[src/dkm_pkg.sv]
// ---------------------------------------------------------------------------
// dkm_pkg: shared constants for the keyed djb2 MAC
// Seed, reset values and configuration register indexes.
// ---------------------------------------------------------------------------
package dkm_pkg;

  localparam int unsigned DIGEST_W  = 64;
  localparam int unsigned KEY_LEN_W = 4;
  localparam int unsigned PADDR_W   = 4;
  localparam int unsigned PDATA_W   = 64;

  // djb2 starting value
  localparam logic [DIGEST_W-1:0] DJB2_SEED = 64'd5381;

  // configuration reset values
  localparam logic [DIGEST_W-1:0]  KEY_BYTES_RESET  = '0;
  localparam logic [KEY_LEN_W-1:0] KEY_LENGTH_RESET = 4'd8;

  // register indexes (paddr bit 3 selects the register)
  localparam logic REG_KEY_BYTES  = 1'b0;
  localparam logic REG_KEY_LENGTH = 1'b1;

endpackage

[src/djb2_keyed_mac.sv]
// ---------------------------------------------------------------------------
// djb2_keyed_mac: keyed 64-bit djb2 MAC over a byte stream
// Hashes at most one byte per transaction and emits digest XOR key stream with a
// match flag on the transaction marked last.
// ---------------------------------------------------------------------------
//  channel | handshake           | payload
//  in_     | in_valid/in_ready   | data_byte, has_byte, is_last, expected_mac
//  out_    | out_valid/out_ready | mac_value, mac_matches
//  APB     | psel/penable        | key_bytes @0x0, key_length @0x8
//
// One transaction per cycle while in_ready is high; the 64-bit shift-add and
// compare sit between the accumulator and the result register, so a result
// appears in the cycle after its last transaction. in_ready drops only while
// a result is held and out_ready is low. Synchronous reset reseeds the digest
// to 5381 and sets key length to 8.
// ---------------------------------------------------------------------------
module djb2_keyed_mac (
  input  logic                          clk,
  input  logic                          rst_n,
  input  logic                          in_valid,
  output logic                          in_ready,
  input  logic [7:0]                    in_data_byte,
  input  logic                          in_has_byte,
  input  logic                          in_is_last,
  input  logic [dkm_pkg::DIGEST_W-1:0]  in_expected_mac,
  output logic                          out_valid,
  input  logic                          out_ready,
  output logic [dkm_pkg::DIGEST_W-1:0]  out_mac_value,
  output logic                          out_mac_matches,
  input  logic                          psel,
  input  logic                          penable,
  input  logic                          pwrite,
  input  logic [dkm_pkg::PADDR_W-1:0]   paddr,
  input  logic [dkm_pkg::PDATA_W-1:0]   pwdata,
  output logic [dkm_pkg::PDATA_W-1:0]   prdata,
  output logic                          pready
);
  import dkm_pkg::*;

  logic [DIGEST_W-1:0] key_stream;

  assign pready = 1'b1;

  // configuration
  dkm_regs u_regs (
    .clk        (clk),
    .rst_n      (rst_n),
    .psel       (psel),
    .penable    (penable),
    .pwrite     (pwrite),
    .paddr      (paddr),
    .pwdata     (pwdata),
    .prdata     (prdata),
    .key_stream (key_stream)
  );

  // datapath
  dkm_core u_core (
    .clk             (clk),
    .rst_n           (rst_n),
    .in_valid        (in_valid),
    .in_ready        (in_ready),
    .in_data_byte    (in_data_byte),
    .in_has_byte     (in_has_byte),
    .in_is_last      (in_is_last),
    .in_expected_mac (in_expected_mac),
    .key_stream      (key_stream),
    .out_valid       (out_valid),
    .out_ready       (out_ready),
    .out_mac_value   (out_mac_value),
    .out_mac_matches (out_mac_matches)
  );

endmodule

[src/dkm_regs.sv]
// ---------------------------------------------------------------------------
// dkm_regs: configuration registers and key stream
// Holds key bytes and key length behind the APB port and builds the
// cyclically repeated 64-bit key stream from them.
// ---------------------------------------------------------------------------
module dkm_regs (
  input  logic                            clk,
  input  logic                            rst_n,
  input  logic                            psel,
  input  logic                            penable,
  input  logic                            pwrite,
  input  logic [dkm_pkg::PADDR_W-1:0]     paddr,
  input  logic [dkm_pkg::PDATA_W-1:0]     pwdata,
  output logic [dkm_pkg::PDATA_W-1:0]     prdata,
  output logic [dkm_pkg::DIGEST_W-1:0]    key_stream
);
  import dkm_pkg::*;

  logic [DIGEST_W-1:0]  key_bytes_r;
  logic [KEY_LEN_W-1:0] key_length_r;
  logic                 reg_sel;
  logic                 wr_en;
  logic [2:0]           len_idx;
  logic [DIGEST_W-1:0]  ks_cand [8];

  assign reg_sel = paddr[PADDR_W-1];
  assign wr_en   = psel && penable && pwrite;

  // register writes
  always_ff @(posedge clk) begin
    if (!rst_n) begin
      key_bytes_r  <= KEY_BYTES_RESET;
      key_length_r <= KEY_LENGTH_RESET;
    end else if (wr_en) begin
      unique case (reg_sel)
        REG_KEY_BYTES:  key_bytes_r  <= pwdata[DIGEST_W-1:0];
        REG_KEY_LENGTH: key_length_r <= pwdata[KEY_LEN_W-1:0];
        default: ;
      endcase
    end
  end

  // register reads
  always_comb begin
    unique case (reg_sel)
      REG_KEY_BYTES:  prdata = key_bytes_r;
      REG_KEY_LENGTH: prdata = {{(PDATA_W-KEY_LEN_W){1'b0}}, key_length_r};
      default:        prdata = '0;
    endcase
  end

  // clamp length to 1..8, kept as length minus one
  always_comb begin
    if (key_length_r == '0) begin
      len_idx = 3'd0;
    end else if (key_length_r > 4'd8) begin
      len_idx = 3'd7;
    end else begin
      len_idx = 3'(key_length_r - 4'd1);
    end
  end

  // one candidate stream per key length; byte i takes key byte i mod length
  for (genvar l = 1; l <= 8; l++) begin : g_len
    for (genvar i = 0; i < 8; i++) begin : g_byte
      localparam int SRC_BYTE = i % l;
      assign ks_cand[l-1][8*i +: 8] = key_bytes_r[8*SRC_BYTE +: 8];
    end
  end

  assign key_stream = ks_cand[len_idx];

endmodule

[src/dkm_core.sv]
// ---------------------------------------------------------------------------
// dkm_core: djb2 accumulator and result register
// Folds at most one byte per transaction into the digest and, on the last one,
// registers the keyed MAC and its compare flag.
// ---------------------------------------------------------------------------
module dkm_core (
  input  logic                          clk,
  input  logic                          rst_n,
  input  logic                          in_valid,
  output logic                          in_ready,
  input  logic [7:0]                    in_data_byte,
  input  logic                          in_has_byte,
  input  logic                          in_is_last,
  input  logic [dkm_pkg::DIGEST_W-1:0]  in_expected_mac,
  input  logic [dkm_pkg::DIGEST_W-1:0]  key_stream,
  output logic                          out_valid,
  input  logic                          out_ready,
  output logic [dkm_pkg::DIGEST_W-1:0]  out_mac_value,
  output logic                          out_mac_matches
);
  import dkm_pkg::*;

  logic [DIGEST_W-1:0] acc_r;
  logic [DIGEST_W-1:0] acc_nxt;
  logic [DIGEST_W-1:0] mac_nxt;
  logic [DIGEST_W-1:0] mac_r;
  logic                match_r;
  logic                out_valid_r;
  logic                in_fire;

  // result slot frees up in the same cycle it is taken
  assign in_ready = !out_valid_r || out_ready;
  assign in_fire  = in_valid && in_ready;

  // hash*33 + byte, modulo 2^64, when the transaction has a byte
  assign acc_nxt = in_has_byte
                   ? (acc_r + (acc_r << 5) + {{(DIGEST_W-8){1'b0}}, in_data_byte})
                   : acc_r;
  assign mac_nxt = acc_nxt ^ key_stream;

  // accumulator, reseeded after each message
  always_ff @(posedge clk) begin
    if (!rst_n) begin
      acc_r <= DJB2_SEED;
    end else if (in_fire) begin
      acc_r <= in_is_last ? DJB2_SEED : acc_nxt;
    end
  end

  // result valid flag
  always_ff @(posedge clk) begin
    if (!rst_n) begin
      out_valid_r <= 1'b0;
    end else if (in_fire && in_is_last) begin
      out_valid_r <= 1'b1;
    end else if (out_ready) begin
      out_valid_r <= 1'b0;
    end
  end

  // result payload
  always_ff @(posedge clk) begin
    if (in_fire && in_is_last) begin
      mac_r   <= mac_nxt;
      match_r <= (mac_nxt == in_expected_mac);
    end
  end

  assign out_valid       = out_valid_r;
  assign out_mac_value   = mac_r;
  assign out_mac_matches = match_r;

endmodule

[config.mk]
export PLATFORM = sky130hd
export DESIGN_NAME = djb2_keyed_mac
export DESIGN_NICKNAME = d
export VERILOG_FILES = /design/src/dkm_pkg.sv /design/src/djb2_keyed_mac.sv /design/src/dkm_regs.sv /design/src/dkm_core.sv
export SDC_FILE = /design/constraint.sdc
export NUM_CORES = 1
export LEC_CHECK = 0
export ABC_AREA = 1
export BUFFER_PORTS_ARGS = -buffer_cell sky130_fd_sc_hd__buf_2
export CAP_MARGIN = 20
export CORE_ASPECT_RATIO = 0.6
export CORE_MARGIN = 8
export CORE_UTILIZATION = 38
export CTS_BUF_LIST = sky130_fd_sc_hd__clkbuf_16
export CTS_CLUSTER_DIAMETER = 80
export DETAILED_ROUTE_END_ITERATION = 10
export GPL_ROUTABILITY_DRIVEN = 0
export PLACE_DENSITY_LB_ADDON = 0.2
export SETUP_SLACK_MARGIN = 0.5
export SYNTH_ARGS = -nofsm -noshare
export SYNTH_HDL_FRONTEND = slang
export SYNTH_SLANG_ARGS = --single-unit
[constraint.sdc]
create_clock -name clk -period 12.5 [get_ports clk]
set_input_delay 2.5 -clock clk [delete_from_list [all_inputs] [get_ports clk]]
set_output_delay 2.5 -clock clk [all_outputs]
set_load 0.05 [all_outputs]
# == After elaboration in Yosys (flattened, before gate mapping) ==
# Cells that the tools add are included.
# word_totals
ff_bits,198
in_bits,149
word_cells,35
# op_classes
addsub,3
order_cmp,2
eq_ne,1
mux,10
bitwise,3
reduce_logical,10
# op_table
cell,n
$mux W64,4
$bmux W64 S3,1
$pmux W64 S2,1
$add A64 B64 Y64,1
$add A64 B8 Y64,1
$eq A64 B64 Y1,1
$xor A64 B64 Y64,1
$mux W3,2
$ge A4 B4 Y1 const B,1
$gt A4 B4 Y1 const B,1
$logic_and A1 B1 Y1,4
$logic_not A4 Y1,1
$not A3 Y4,1
$reduce_and A2 Y1,2
$sub A3 B1 Y3 const B,1
$mux W1,2
$reduce_bool A2 Y1,1
$logic_not A1 Y1,1
$logic_or A1 B1 Y1,1
$not A1 Y1,1

# == Depth between registers and ports, before layout ==
# depth
word_depth,9
mapped_depth,26

# == By module ==
# From an unflattened synthesis, not the netlist that was laid out.
# unflattened
cells_unflattened,3310
hier_area_um2,19291.0
# modules_own_cells
mod,instances,cells_per_inst,area_per_inst_um2,seq_area_each_um2
dkm_core,1,2549,14805.4,3253.1
dkm_regs,1,759,4474.3,1361.3
djb2_keyed_mac,1,2,11.3,0.0

# == Worst setup path before layout ==
# Ideal clock, no wire load.
# synth_path
kind,in2reg
startpoint,in out_ready
endpoint,"reg u_core.match_r, in the netlist u_core.out_mac_matches (enable)"
t_arrival_ns,6.298
slack_ns,5.714
stages,6
n_path_buf,2
cell_sequence,inv_1 nand2_1 nand2_1 clkbuf_1 clkbuf_1 nor2_1
# synth_via
elab_chain_len,3
# synth_rtl
element,line,rtl
"start, declared",djb2_keyed_mac.sv:27,"input logic out_ready,"
$logic_or A1 B1 Y1,dkm_core.sv:32,assign in_ready = !out_valid_r || out_ready;
named net in_ready,djb2_keyed_mac.sv:21,"output logic in_ready,"
$logic_and A1 B1 Y1,dkm_core.sv:33,assign in_fire = in_valid && in_ready;
$logic_and A1 B1 Y1,dkm_core.sv:63,if (in_fire && in_is_last) begin
"end signal, assigned",dkm_core.sv:65,match_r <= (mac_nxt == in_expected_mac);
"end, declared",dkm_core.sv:27,logic match_r;
# The timed path passes the listed nets, and every way through them passes these cells.
# A chain may end at the register's enable or synchronous reset.

# == Final worst setup path ==
# layout_path
startpoint,in paddr[3] (netlist bit)
endpoint,out prdata[1] (netlist bit)
# layout_via
elab_chain_len,2
# layout_rtl
element,line,rtl
"start, declared",djb2_keyed_mac.sv:33,"input logic [dkm_pkg::PADDR_W-1:0] paddr,"
$not A1 Y1,dkm_regs.sv:45,unique case (reg_sel)
$pmux W64 S2 (*),dkm_regs.sv:45,
"end, declared",djb2_keyed_mac.sv:35,"output logic [dkm_pkg::PDATA_W-1:0] prdata,"
# Every way passes the cells marked *; elsewhere a longest branch is shown, timed or not.

==> results.yml <==
outcome:
  status: "complete, no violations"
floorplan:
  dieArea_um2: 57100
  die_y_um: 188
  die-width_um: 303
  start_util: 0.383
  num_rows: 63
  io_pins: 281
  core_area_um2: 49100
drt:
  dr.pass1.iters: 7
  drc: 0
  avgRoutedWirePerCell_um: 19.6
  wl_met2_um: 30300
  ant_nets: 0
  top_layer_used: "met5"
  dr_wl_met3_um: 10500
  drt_iter0_drc: 2778
  wl_met1_um: 37300
  viasPerCell: 5.28
  drt-total-wl_um: 79700
  vias: 21500
yosys:
  synth_top_area_frac: 0.218
  synth_seq_area_share: 0.245
  synthArstFlopShare: 0
  synth_edf_count: 65
  syn_inst: 3186
  netlist_area_um2: 18800
  synth.avg_cell_area_um2: 5.90
  synthMostInstantiatedCell: "nand2_1"
  synth_common_cells: "nand2_1 (1091), inv_1 (488), nand3_1 (401)"
  synth_nets: 3462
  yosys_warnings: 0
  synth.distinct_cells: 50
  yosysTopAreaCell: "nand2_1"
  synth_seq_cells: 198
  synth.area.top_cells: "nand2_1 (22%), dfxtp_1 (14%), nand3_1 (11%), edfxtp_1 (10%), inv_1 (9.7%)"
  synth_ff_type: "dfxtp_1"
critical_path:
  critPathMaxFanout: 70
  arrival_ns: 3.75
  crit_path_start_kind: "primary input"
  path_class: "primary input to output port"
  cp-end-kind: "output port"
  required_ns: 10.00
clock_tree:
  cts_setup_buffers: 0
  cts_root_buf: "clkbuf_16"
  cts.sinks: 198
  holdBufCountCts: 0
  cts_tree: "done"
  numCtsBuffers: 17
  cts_resized: 0
  clk_latency_ns: 0.48
  clk_pin_slew_ns: 0.10
  cts_buffer_depth: 2
  htree_levels: 4
final_layout:
  drive_gt1_frac: 0.127
  fillers: 5341
  final_util: 0.434
  multiInputGateArea_um2: 11900
  final_area_um2: 21300
  seq_area_um2: 4610
  area_delta_synth_final_pct: 13.4
  nets: 3681
power:
  peakVddDrop_mv: 0.0886
  power_density_nw_per_um2: 89.4
  total_leakage_power_nw: 11.5
sta:
  hold_viol: 0
  final-setup-viol-count: 0
  worstMarginPinSlew_ns: 1.04
  layout_setup_ws_ns: 6.25
  slew_violations: 0
  clock.fmax_ghz: 0.160
  tns_ns: 0
  fin_crit_ns: 6.25
  finalClockSkew_ns: 0.0230
  relSlewSlack: 0.305
  fin_crit_sh: 0.500
  rsz0062_at_grt: "no"
global_routing:
  first_global_vias: 18800
  antenna_found_initial: 9
  grt_overflow: 0
  grt.total_usage: 0.270
  grt_pass1_wl_um: 117000
  grt_max_degree: 100
placement:
  hpwl_um: 65000
  place_area_um2: 20700
  place_ws_ns: 5.94
  numPortBuffers: 276
worst_hold_path:
  hold_class: "flip-flop to flip-flop"
flow_run:
  max-cap-violations: 0
cell families after synthesis:
group,share of synthesized area
and+or+nand+nor,0.421
other,0.000199
adders and majority gates,0.0861
xor gates and xnor gates,0.00279
AOI/OAI and AO/OA,0.123
DFF,0.245
buffers and inverters,0.122
cells in the final DEF, fill, tap and decap left out, types with 6 or more instances in the layout:
| cell | Yosys | routed |
|---|---|---|
| clkbuf_16 | 0 | 17 |
| o21ai_1 | 18 | 18 |
| nor2_1 | 219 | 217 |
| inv_1 | 488 | 487 |
| dfxtp_1 | 133 | 133 |
| buf_4 | 3 | 11 |
| edfxtp_1 | 65 | 65 |
| buf_2 | 12 | 275 |
| inv_2 | 10 | 10 |
| a21oi_1 | 210 | 210 |
| nand2_1 | 1091 | 1090 |
| nand2_4 | 6 | 6 |
| ha_1 | 123 | 123 |
| nor3_1 | 8 | 8 |
| o21ai_2 | 6 | 6 |
| and2_1 | 6 | 6 |
| nand3b_1 | 30 | 30 |
| or2_2 | 51 | 51 |
| o21ai_0 | 126 | 126 |
| nand3_1 | 401 | 401 |
| o211ai_1 | 17 | 17 |
| nand2_2 | 16 | 17 |
| o21bai_1 | 12 | 12 |
| nand4_1 | 16 | 16 |
routing by layer:
layer / global-route usage / vias up
met4: 0.0571 / 8
li1: - / 10700
met5: 0 / -
met2: 0.362 / 1042
met3: 0.0979 / 99
met1: 0.403 / 9683
path summary, 6_finish.rpt:
kind / to / slack, ns / from / depth (start not counted)
min reg2reg: u_regs.key_bytes_r[42] / 0.48 / u_regs.key_bytes_r[42] / 2
min: u_regs.key_bytes_r[42] / 0.48 / u_regs.key_bytes_r[42] / 2
max: prdata[1] / 6.25 / paddr[3] / 5
max reg2reg: u_core.out_mac_matches / 7.94 / u_core.acc_r[1] / 22
through the flow:
stage | hold WS [ns] | instances | total power [mW]
2_1_floorplan | 0.442 | 3186 | 1.11
3_3_place_gp | 0.460 | 4036 | 1.28
3_5_place_dp | 0.462 | 4036 | 1.29
4_1_cts | 0.475 | 4068 | 1.90
5_1_grt | 0.512 | 4072 | 1.99
6_report | 0.483 | 4072 | 1.91
flip-flops by register name, indices dropped and copies added, names as in the netlist:
name                    cells
u_core.acc_r               64
u_core.out_mac_value       64
u_regs.key_bytes_r         64
u_regs.key_length_r         4
u_core.out_mac_matches      1
u_core.out_valid            1
area by class of cell:
| cell class | instances | share of cell area |
|---|---|---|
| clock buffer | 17 | 0.0200 |
| sequential | 198 | 0.216 |
| clock inverter | 15 | 0.00921 |
| antenna | 4 | 0.000469 |
| inverter | 502 | 0.0887 |
| timing repair buffer | 286 | 0.0684 |
| tap | 650 | 0.0381 |
| multi-input combinational | 2400 | 0.559 |
report_power, final:
group / switching [mW] / leakage, nW / internal, mW
Combinational: 0.399 / 9.50 / 0.159
Clock: 0.342 / 0.301 / 0.279
Sequential: 0.0262 / 1.70 / 0.701
Total: 0.767 / 11.5 / 1.14
worst max-delay path: stages:
cell,delay (ns)
buf_2,0.08
buf_4,0.57
nand2_1,0.10
o21ai_0,0.15
buf_2,0.33
No activity file was read; power rests on OpenSTA's default activity.
